### config.mk
export PLATFORM = sky130hd
export DESIGN_NAME = combinatorics_count_unit
export DESIGN_NICKNAME = d
export VERILOG_FILES = /design/src/hdl/ccu_pkg.sv /design/src/hdl/ccu_div.sv /design/src/hdl/combinatorics_count_unit.sv
export SDC_FILE = /design/constraint.sdc
export NUM_CORES = 2
export LEC_CHECK = 0
export BUFFER_PORTS_ARGS = -buffer_cell sky130_fd_sc_hd__buf_4
export CAP_MARGIN = 15
export CORE_UTILIZATION = 45
export CTS_CLUSTER_SIZE = 30
export DETAILED_ROUTE_END_ITERATION = 8
export GPL_ROUTABILITY_DRIVEN = 0
export SLEW_MARGIN = 30
export SYNTH_ARGS = -nofsm -noshare
export SYNTH_HDL_FRONTEND = slang
export SYNTH_SLANG_ARGS = --single-unit
### constraint.sdc
create_clock -name clk_i -period 8.85 [get_ports clk_i]
set_input_delay 0.4425 -clock clk_i [delete_from_list [all_inputs] [get_ports clk_i]]
set_output_delay 0.4425 -clock clk_i [all_outputs]
set_load 0.01 [all_outputs]
### src/hdl/ccu_pkg.sv
// shared constants and codes for the combinatorics count unit
`default_nettype none
package ccu_pkg;

  localparam int OPERAND_BITS = 8;
  localparam int ACTION_W     = 3;
  localparam int COUNT_W      = 64;
  localparam int FACTOR_W     = OPERAND_BITS + 1;
  localparam int DIV_CNT_W    = $clog2(COUNT_W);
  localparam int S_TDATA_W    = ((ACTION_W + 2 * OPERAND_BITS + 7) / 8) * 8;
  localparam int M_TDATA_W    = ((COUNT_W + 7) / 8) * 8;

  // action codes
  localparam logic [ACTION_W-1:0] ACT_FACT   = ACTION_W'(0);
  localparam logic [ACTION_W-1:0] ACT_CHOOSE = ACTION_W'(1);
  localparam logic [ACTION_W-1:0] ACT_FALL   = ACTION_W'(2);
  localparam logic [ACTION_W-1:0] ACT_MULTI  = ACTION_W'(3);
  localparam logic [ACTION_W-1:0] ACT_POWER  = ACTION_W'(4);

endpackage
`default_nettype wire

### src/hdl/ccu_div.sv
// radix-2 restoring divider, 64-bit dividend by a small divisor
`default_nettype none
module ccu_div (
  input  wire logic                             clk_i,
  input  wire logic                             rst_ni,
  input  wire logic                             start_i,
  input  wire logic [ccu_pkg::COUNT_W-1:0]      dividend_i,
  input  wire logic [ccu_pkg::OPERAND_BITS-1:0] divisor_i,
  output logic                                  done_o,
  output logic [ccu_pkg::COUNT_W-1:0]           quotient_o
);

  logic                              busy_q, busy_d;
  logic                              done_q, done_d;
  logic [ccu_pkg::DIV_CNT_W-1:0]     cnt_q, cnt_d;
  logic [ccu_pkg::OPERAND_BITS-1:0]  rem_q, rem_d;
  logic [ccu_pkg::OPERAND_BITS-1:0]  dvs_q, dvs_d;
  logic [ccu_pkg::COUNT_W-1:0]       quo_q, quo_d;
  logic [ccu_pkg::OPERAND_BITS:0]    shifted;
  logic                              fits;

  // partial remainder with next dividend bit shifted in
  assign shifted = {rem_q, quo_q[ccu_pkg::COUNT_W-1]};
  assign fits    = shifted >= {1'b0, dvs_q};

  always_comb begin
    busy_d = busy_q;
    done_d = 1'b0;
    cnt_d  = cnt_q;
    rem_d  = rem_q;
    dvs_d  = dvs_q;
    quo_d  = quo_q;
    if (start_i) begin
      busy_d = 1'b1;
      cnt_d  = '0;
      rem_d  = '0;
      dvs_d  = divisor_i;
      quo_d  = dividend_i;
    end else if (busy_q) begin
      rem_d = fits ? ccu_pkg::OPERAND_BITS'(shifted - {1'b0, dvs_q})
                   : shifted[ccu_pkg::OPERAND_BITS-1:0];
      quo_d = {quo_q[ccu_pkg::COUNT_W-2:0], fits};
      cnt_d = cnt_q + ccu_pkg::DIV_CNT_W'(1);
      if (cnt_q == ccu_pkg::DIV_CNT_W'(ccu_pkg::COUNT_W - 1)) begin
        busy_d = 1'b0;
        done_d = 1'b1;
      end
    end
  end

  always_ff @(posedge clk_i or negedge rst_ni) begin
    if (!rst_ni) begin
      busy_q <= 1'b0;
      done_q <= 1'b0;
      cnt_q  <= '0;
    end else begin
      busy_q <= busy_d;
      done_q <= done_d;
      cnt_q  <= cnt_d;
    end
  end

  always_ff @(posedge clk_i) begin
    rem_q <= rem_d;
    dvs_q <= dvs_d;
    quo_q <= quo_d;
  end

  assign done_o     = done_q;
  assign quotient_o = quo_q;

endmodule
`default_nettype wire

### src/hdl/combinatorics_count_unit.sv
// combinatorics count unit: factorial, choose, falling product, multiset, power
//
// one word in on the s_ channel carries an action code and operands n and k;
// one 64-bit count word comes out on the m_ channel for every word taken in
// the count is a running product over up to n or k steps; each step is a
// multiply on a 64 x 9 bit multiplier, and for choose and multiset it is
// followed by a bit-serial divide by the step index
// s_tready_o is high only while no item is at work, so items are taken one
// at a time; a finished count sits in the output register while the next
// item is already being taken and worked on
// when the receiver stalls, a second finished count waits in the done state
// until the output register frees up
// reset clears the sequencer and the output valid; no count is pending
`default_nettype none
module combinatorics_count_unit (
  input  wire logic                          clk_i,
  input  wire logic                          rst_ni,
  input  wire logic                          s_tvalid_i,
  output logic                               s_tready_o,
  // action [2:0], n [10:3], k [18:11], zero pad above
  input  wire logic [ccu_pkg::S_TDATA_W-1:0] s_tdata_i,
  output logic                               m_tvalid_o,
  input  wire logic                          m_tready_i,
  // count [63:0]
  output logic [ccu_pkg::M_TDATA_W-1:0]      m_tdata_o
);

  localparam int OB = ccu_pkg::OPERAND_BITS;
  localparam int AW = ccu_pkg::ACTION_W;

  // sequencer states
  localparam logic [1:0] ST_IDLE = 2'd0;
  localparam logic [1:0] ST_MUL  = 2'd1;
  localparam logic [1:0] ST_DIV  = 2'd2;
  localparam logic [1:0] ST_DONE = 2'd3;

  logic [1:0]                     state_q, state_d;
  logic [AW-1:0]                  op_q, op_d;
  logic [OB-1:0]                  n_q, n_d;
  logic [OB-1:0]                  idx_q, idx_d;
  logic [OB-1:0]                  steps_q, steps_d;
  logic [ccu_pkg::COUNT_W-1:0]    acc_q, acc_d;
  logic                           out_valid_q, out_valid_d;
  logic [ccu_pkg::COUNT_W-1:0]    out_data_q, out_data_d;

  logic [AW-1:0]                  in_action;
  logic [OB-1:0]                  in_n;
  logic [OB-1:0]                  in_k;
  logic                           in_accept;
  logic                           k_gt_n;
  logic [ccu_pkg::FACTOR_W-1:0]   factor;
  logic [ccu_pkg::COUNT_W-1:0]    product;
  logic                           needs_div;
  logic                           last_step;
  logic                           out_free;
  logic                           div_start;
  logic                           div_done;
  logic [ccu_pkg::COUNT_W-1:0]    div_quot;

  assign in_action = s_tdata_i[AW-1:0];
  assign in_n      = s_tdata_i[AW+OB-1:AW];
  assign in_k      = s_tdata_i[AW+2*OB-1:AW+OB];
  assign in_accept = s_tvalid_i && s_tready_o;
  assign k_gt_n    = in_k > in_n;

  assign s_tready_o = (state_q == ST_IDLE);
  assign out_free   = !out_valid_q || m_tready_i;
  assign needs_div  = (op_q == ccu_pkg::ACT_CHOOSE) || (op_q == ccu_pkg::ACT_MULTI);
  assign last_step  = (idx_q == steps_q);

  // multiplier operand for step idx (steps run from 1)
  always_comb begin
    case (op_q)
      ccu_pkg::ACT_FACT:   factor = {1'b0, idx_q};
      ccu_pkg::ACT_CHOOSE,
      ccu_pkg::ACT_FALL:   factor = {1'b0, n_q} - {1'b0, idx_q} + ccu_pkg::FACTOR_W'(1);
      ccu_pkg::ACT_MULTI:  factor = {1'b0, n_q} + {1'b0, idx_q} - ccu_pkg::FACTOR_W'(1);
      ccu_pkg::ACT_POWER:  factor = {1'b0, n_q};
      default:             factor = '0;
    endcase
  end

  // wraps modulo 2^64
  assign product = acc_q * ccu_pkg::COUNT_W'(factor);

  assign div_start = (state_q == ST_MUL) && needs_div;

  ccu_div u_div (
    .clk_i      (clk_i),
    .rst_ni     (rst_ni),
    .start_i    (div_start),
    .dividend_i (product),
    .divisor_i  (idx_q),
    .done_o     (div_done),
    .quotient_o (div_quot)
  );

  always_comb begin
    state_d     = state_q;
    op_d        = op_q;
    n_d         = n_q;
    idx_d       = idx_q;
    steps_d     = steps_q;
    acc_d       = acc_q;
    out_valid_d = out_valid_q;
    out_data_d  = out_data_q;

    if (out_valid_q && m_tready_i) begin
      out_valid_d = 1'b0;
    end

    case (state_q)
      ST_IDLE: begin
        if (in_accept) begin
          op_d  = in_action;
          n_d   = in_n;
          idx_d = OB'(1);
          acc_d = ccu_pkg::COUNT_W'(1);
          case (in_action)
            ccu_pkg::ACT_FACT:   steps_d = in_n;
            ccu_pkg::ACT_CHOOSE,
            ccu_pkg::ACT_FALL: begin
              steps_d = k_gt_n ? '0 : in_k;
              if (k_gt_n) begin
                acc_d = '0;
              end
            end
            ccu_pkg::ACT_MULTI,
            ccu_pkg::ACT_POWER:  steps_d = in_k;
            default: begin
              steps_d = '0;
              acc_d   = '0;
            end
          endcase
          state_d = (steps_d == '0) ? ST_DONE : ST_MUL;
        end
      end
      ST_MUL: begin
        if (needs_div) begin
          state_d = ST_DIV;
        end else begin
          acc_d = product;
          if (last_step) begin
            state_d = ST_DONE;
          end else begin
            idx_d = idx_q + OB'(1);
          end
        end
      end
      ST_DIV: begin
        if (div_done) begin
          acc_d = div_quot;
          if (last_step) begin
            state_d = ST_DONE;
          end else begin
            idx_d   = idx_q + OB'(1);
            state_d = ST_MUL;
          end
        end
      end
      ST_DONE: begin
        if (out_free) begin
          out_valid_d = 1'b1;
          out_data_d  = acc_q;
          state_d     = ST_IDLE;
        end
      end
      default: state_d = ST_IDLE;
    endcase
  end

  always_ff @(posedge clk_i or negedge rst_ni) begin
    if (!rst_ni) begin
      state_q     <= ST_IDLE;
      out_valid_q <= 1'b0;
      idx_q       <= '0;
      steps_q     <= '0;
    end else begin
      state_q     <= state_d;
      out_valid_q <= out_valid_d;
      idx_q       <= idx_d;
      steps_q     <= steps_d;
    end
  end

  // payload, no reset needed
  always_ff @(posedge clk_i) begin
    op_q       <= op_d;
    n_q        <= n_d;
    acc_q      <= acc_d;
    out_data_q <= out_data_d;
  end

  assign m_tvalid_o = out_valid_q;
  assign m_tdata_o  = ccu_pkg::M_TDATA_W'(out_data_q);

endmodule
`default_nettype wire

; Yosys cells after proc, flatten, opt, wreduce, memory -nomap -nowiden
; Index checks and enable logic that the tools add are counted.
; W data, S select, Z words.
[word_totals]
register_bits = 246
out_inout_bits = 66
[classes]
add_sub_neg = 7
mul = 1
n_lt_le_gt_ge = 2
eq_ne = 18
mux = 38
n_reduce_logical = 20
[op_table]
columns = cell, n
row1 = $mux W64, 5
row2 = $pmux W64 S3, 1
row3 = $mul A64 B9 Y64, 1
row4 = $mux W8, 8
row5 = $pmux W8 S3, 2
row6 = $pmux W9 S4, 1
row7 = $mux W2, 7
row8 = $eq A3 B2 Y1 const B, 4
row9 = $mux W6, 2
row10 = $mux W1, 10
row11 = $add A8 B8 Y9, 1
row12 = $add A9 B1 Y9 const B, 1
row13 = $ge A9 B8 Y1, 1
row14 = $sub A8 B8 Y9, 1
row15 = $sub A9 B1 Y9 const B, 1
row16 = $add A8 B1 Y8 const B, 1
row17 = $eq A8 B8 Y1, 1
row18 = $gt A8 B8 Y1, 1
row19 = $logic_not A8 Y1, 1
row20 = $pmux W2 S4, 1
row21 = $reduce_and A4 Y1, 2
row22 = $sub A8 B8 Y8, 1
row23 = $add A6 B1 Y6 const B, 1
row24 = $eq A3 B1 Y1 const B, 2
row25 = other kinds (18), 29

; Longest topological paths before layout
[logic_depth]
ltp_word = 9
depth_mapped = 33

; Modules after synthesis
; Synthesis repeated with hierarchy kept, for this count alone.
[hier_totals]
cells_unflattened = 2788
hier_area_um2 = 28104.5
[modules_own_cells]
columns = module, instances, cells_per_inst, area_each_um2, seq_area_each_um2
row1 = combinatorics_count_unit, 1, 2501, 23921.7, 4649.5
row2 = ccu_div, 1, 287, 4182.8, 2522.4

; Least setup slack after synthesis
; Ideal clock, no wire load.
[synth_path]
path_type = register -> register
startpoint = register idx_q[2]
endpoint = register u_div.quo_q, in the netlist u_div.quotient_o[60] (data pin)
setup_ns = 0.264
arrival_ns = 7.422
t_required_ns = 8.586
slack_ns = 1.164
stages_incl_launch_ff = 32
n_path_buf = 3
period_less_slack_ns = 7.686
cell_sequence = dfrtp_1 -> inv_1 -> ha_1 -> clkbuf_2 -> xor2_1 -> ha_1 -> or2_1 -> o221a_1 -> o21a_1 -> or4_1 -> a31oi_1 -> or3_1 -> buf_1 -> clkbuf_1 -> and2_1 -> fa_1 -> fa_1 -> fa_1 -> inv_1 -> fa_1 -> inv_1 -> ha_1 -> a21o_1 -> a21o_1 -> a211o_1 -> a31o_2 -> nand4_1 -> nor2b_1 -> o21ai_0 -> a311oi_1 -> xor2_1 -> o21ai_0
[synth_via]
elab_chain_cells = 5
elab_cells_between_ends = 7
cone_classes = 4 x add/sub / 1 x mul / 2 x mux
[synth_lines]
columns = element, line
row1 = "start, declared", combinatorics_count_unit.sv:40  ; logic [OB-1:0] idx_q, idx_d;
row2 = "start signal, assigned", combinatorics_count_unit.sv:181  ; idx_q <= idx_d;
row3 = $add A8 B8 Y9 / $sub A8 B8 Y9 (equally long branches), "combinatorics_count_unit.sv:77, combinatorics_count_unit.sv:76"
row4 = $sub A9 B1 Y9 / $add A9 B1 Y9 (equally long branches), "combinatorics_count_unit.sv:77, combinatorics_count_unit.sv:76"
row5 = $pmux W9 S4 (*), combinatorics_count_unit.sv:73  ; case (op_q)
row6 = $mul A64 B9 Y64 (*), combinatorics_count_unit.sv:84  ; assign product = acc_q * ccu_pkg::COUNT_W'(factor);
row7 = $mux W64 (*), ccu_div.sv:33  ; if (start_i) begin
row8 = "via u_div.quo_d, one bit", ccu_div.sv:18  ; logic [ccu_pkg::COUNT_W-1:0] quo_q, quo_d;
row9 = "end signal, assigned", ccu_div.sv:66  ; quo_q <= quo_d;
row10 = "end, declared", ccu_div.sv:18
; Mark *: on every way through the listed nets, which the timed path passes. The rest lies on a longest branch.
; A chain may end at the register's enable or synchronous reset.

; Worst setup path in the final report
[layout_path]
startpoint = register n_q[2]
endpoint = register u_div.quo_q, in the netlist u_div.quotient_o[48] (data pin)
[layout_via]
elab_chain_cells = 5
elab_cells_between_ends = 7
cone_classes = 4 x add/sub / 1 x mul / 2 x mux
[layout_lines]
columns = element, line
row1 = "start, declared", combinatorics_count_unit.sv:39  ; logic [OB-1:0] n_q, n_d;
row2 = "start signal, assigned", combinatorics_count_unit.sv:189  ; n_q <= n_d;
row3 = $add A8 B8 Y9 / $sub A8 B8 Y9 (equally long branches), "combinatorics_count_unit.sv:77, combinatorics_count_unit.sv:76"
row4 = $sub A9 B1 Y9 / $add A9 B1 Y9 (equally long branches), "combinatorics_count_unit.sv:77, combinatorics_count_unit.sv:76"
row5 = $pmux W9 S4 (*), combinatorics_count_unit.sv:73
row6 = $mul A64 B9 Y64 (*), combinatorics_count_unit.sv:84
row7 = $mux W64 (*), ccu_div.sv:33
row8 = "via u_div.quo_d, one bit", ccu_div.sv:18
; Marked as above.

==> flow_summary_export.csv <==
group,metric,value,unit
placement,dp_hpwl,53.15,mm
timing,worstMarginPinSlew,0.9637,ns
die,core,0.06160,sq mm
placement,preCtsSetupSlack,0.3641,ns
clock_tree,cts_sinks,246,
die,io_pins,94,
route,drt_iter0_markers,1199,
timing,setup_viol,0,
final_layout,regArea,0.007172,sq mm
route,wirelength,71.39,mm
min_path,min_path_type,"in -> reg",
die,chipWidth,251.6,microns
synthesis,synth_edf_count,211,
critical_path,end_kind,"register",
pwr,p_leak,14.60,nW
clock_tree,cts_htree_levels,1,
synthesis,ys_ff_latch,246,
placement,port_buffers,88,
clock_tree,clock_path_buffers,3,
timing,finalCritPeriodShare,0.9552,
critical_path,crit_type,"reg -> reg",
route,wl_per_cell,18.56,microns
final_layout,fill_cells,5726,
synthesis,synthCells,2923,
global_route,grt_pass1_wl,117.5,mm
global_route,grt_start_max_net_pins,85,
die,dieArea,0.06330,sq mm
final_layout,areaGrowthSynthToFinish,10.18,%
synthesis,synthXorXnorAreaFrac,0.03053,
synthesis,postSynthAreaPerCell,9.591,sq um
synthesis,synth_mux_area_frac,0.01223,
route,via_per_inst,5.369,
die,start_util,0.4551,
pwr,powerDensity,82.08,mW/mm^2
clock_tree,cts_buffers,30,
critical_path,start_kind,"register",
pwr,ir_drop,0.0001450,V
critical_path,slowest_delay,0.50,ns
die,rows,91,
synthesis,synthAdderAreaFrac,0.3438,
synthesis,yosys_warnings,0,
route,ant_nets,0,
clock_tree,clock_insertion_delay_worst_skew,0.62,ns
timing,skew,0.04976,ns
synthesis,synth-simple-area-share,0.1798,
clock_tree,cts_tree,"done",
synthesis,synth_compound_area_frac,0.09301,
critical_path,crit_family,"adder cells",
synthesis,synth_ff_type,"edfxtp_1",
critical_path,crit_required,9.18,ns
timing,grt_setup_unrepaired,"no",
status,status,"finished clean",
clock_tree,cts_root_buf,"clkbuf_16",
synthesis,seq_area_frac_synth,0.2558,
final_layout,final_nets,3542,
route,drc,0,
job,max-cap-violations,0,
synthesis,synth_fp_nets,3479,
critical_path,worst_ep_arrival_time,8.78,ns
timing,slew_headroom,0.3576,
final_layout,multi_input_area,0.01855,sq mm
route,vias,20648,
critical_path,critPathBufInv,7,
timing,setup_tns,0,ns
timing,fin_crit,8.454,ns
route,drt_first_pass_iters,5,
global_route,grt.overflow.total,0,
global_route,grt_util_all_layers,0.2334,
die,die_h,251.6,microns
global_route,first_global_vias,22285,
synthesis,yosysUniqueCellTypes,79,
timing,max_freq,118.3,MHz
timing,fin_ws,0.3962,ns
timing,slew_violations,0,
final_layout,drive_gt1_frac,0.08109,
synthesis,synth_top_family_by_area,"adder cells",
global_route,antenna_found_initial,0,
critical_path,crit_fanout,17,
timing,finalHoldViolations,0,
clock_tree,clk_pin_slew,0.06,ns
final_layout,antenna_cells,0,
synthesis,syn-cell-area,0.02804,sq mm
critical_path,crit_slowest_cell,"fa_1",
synthesis,ys_async_sr_fraction,0.1098,
[synthesized netlist by cell type (10+ instances only)]
library cell,instances,area [sq um]
a211oi_1,10,75.07
xnor2_1,47,411.6
nor2_1,86,322.8
a31oi_1,22,137.6
a21o_1,40,300.3
or3_1,14,87.58
mux2_2,18,202.7
a21oi_1,84,420.4
and2_1,295,1846
nor2b_1,92,575.6
nand4_1,29,181.4
ha_1,124,1551
nor4_1,11,68.82
nor3_1,16,80.08
xor2_1,43,376.6
nand2b_1,15,93.84
clkbuf_1,113,424.2
a22oi_1,34,255.2
mux2i_1,14,140.1
and3_1,10,62.56
fa_1,404,8088
inv_1,503,1888
nand2_1,366,1374
o21ai_0,111,555.5
edfxtp_1,211,6336
dfrtp_1,27,675.7
o21bai_1,14,105.1
nand3_1,40,200.2
o21a_1,14,105.1
[sequential cells by signal, summed over array words and instances (netlist names)]
register,count
acc_q,64
m_tdata_o,64
u_div.quotient_o,64
idx_q,8
n_q,8
steps_q,8
u_div.dvs_q,8
u_div.rem_q,8
u_div.cnt_q,6
op_q,3
state_q,2
m_tvalid_o,1
u_div.busy_q,1
u_div.done_o,1
[per-stage QoR]
step           hold slack [ns]  cell area (sq um)  power, mW  std cells    util
6_report               0.03805              30890      2.535       3846  0.5015
5_1_grt                0.02345              30890      2.600       3846  0.5015
4_1_cts               0.003572              30870      2.564       3844  0.5011
3_5_place_dp            0.3866              29870      1.295       3788  0.4849
3_3_place_gp            0.3787              29840      1.294       3787  0.4844
2_1_floorplan           0.1469              28040      1.278       2923       -
[layout make-up]
type / count / area share
clock buffers: 42 / 0.02677
clock inverters: 13 / 0.005266
inverters: 504 / 0.06124
multi-input cells: 2047 / 0.6007
flip-flops and latches: 246 / 0.2322
well taps: 837 / 0.03390
repair buffers: 157 / 0.03998
[worst paths after layout]
check	start	endpoint	slack (ns)	cells past startpoint
worst max-delay path	n_q[2]	u_div.quotient_o[48]	0.40	32
worst min-delay path	s_tdata_i[2]	op_q[2]	0.04	1
worst max register to register	n_q[2]	u_div.quotient_o[48]	0.40	32
worst min register to register	u_div.rem_q[7]	u_div.rem_q[7]	0.49	2
max in group asynchronous	rst_ni	idx_q[0]	8.30	2
min in group asynchronous	rst_ni	u_div.cnt_q[2]	0.27	2
[layout by cell type (no fill, tap or decap), types with 5 or more instances in the layout]
| cell | instances |
|---|---|
| nor2_1 | 86 |
| or3_1 | 13 |
| a21oi_1 | 84 |
| a311oi_1 | 5 |
| and2_1 | 293 |
| a31o_2 | 5 |
| a211oi_1 | 10 |
| a21o_1 | 40 |
| clkinv_2 | 7 |
| nand2b_1 | 14 |
| ha_1 | 124 |
| o21bai_1 | 14 |
| a22oi_1 | 34 |
| inv_1 | 502 |
| o21a_1 | 14 |
| o21ai_0 | 111 |
| nor2b_1 | 92 |
| nand3_1 | 40 |
| nor3_1 | 16 |
| mux2i_1 | 14 |
| clkbuf_16 | 31 |
| fa_1 | 404 |
| clkbuf_1 | 10 |
| o31ai_1 | 5 |
| dfrtp_1 | 27 |
| a21boi_0 | 5 |
| nor4_1 | 11 |
| xnor2_1 | 47 |
| nand4_1 | 29 |
| a31oi_1 | 22 |
| nand2_1 | 364 |
| buf_4 | 151 |
| mux2_2 | 18 |
| dfxtp_1 | 8 |
| and3_1 | 10 |
| edfxtp_1 | 211 |
| xor2_1 | 43 |
[power breakdown]
part | total [mW] | switching (mW) | internal [mW]
sequential | 1.24 | 0.0000000000000000119 | 1.24
clock | 1.26 | 0.526 | 0.738
combinational | 0.0288 | 0.0162 | 0.0126
[cells by family (layout without fill, tap and decap cells)]
kind of cell / Yosys count / count (layout)
xor gates and xnor gates: 93 / 93
DFF: 246 / 246
and+or+nand+nor: 993 / 993
adders and majority gates: 528 / 528
AOI/OAI and AO/OA: 401 / 401
muxes: 32 / 32
buffers and inverters: 630 / 716
[layer usage]
| layer | wire length, microns | track usage |
|---|---|---|
| met1 | 30650 | 0.3053 |
| met2 | 34980 | 0.4022 |
| met3 | 3811 | 0.03054 |
| met4 | 1940 | 0.07195 |
| met5 | 0 | 0 |
[worst register-to-register path, delay by kind of cell (launching register included)]
family,cells,cell delay [ns]
fa+ha+maj,7,2.79
compound gates,10,2.09
simple gates,6,1.34
buf+inv,7,1.00
xor+xnor,2,0.52
flops,1,0.41
[repair_timing]
item / in CTS / in global routing
buffers inserted: 0 / 2
resized for setup: 0 / 1
setup endpoints to repair: 0 / 19
hold endpoints to repair: 27 / 0
hold buffers: 1 / 0
No activity file was read; power rests on OpenSTA's default activity.
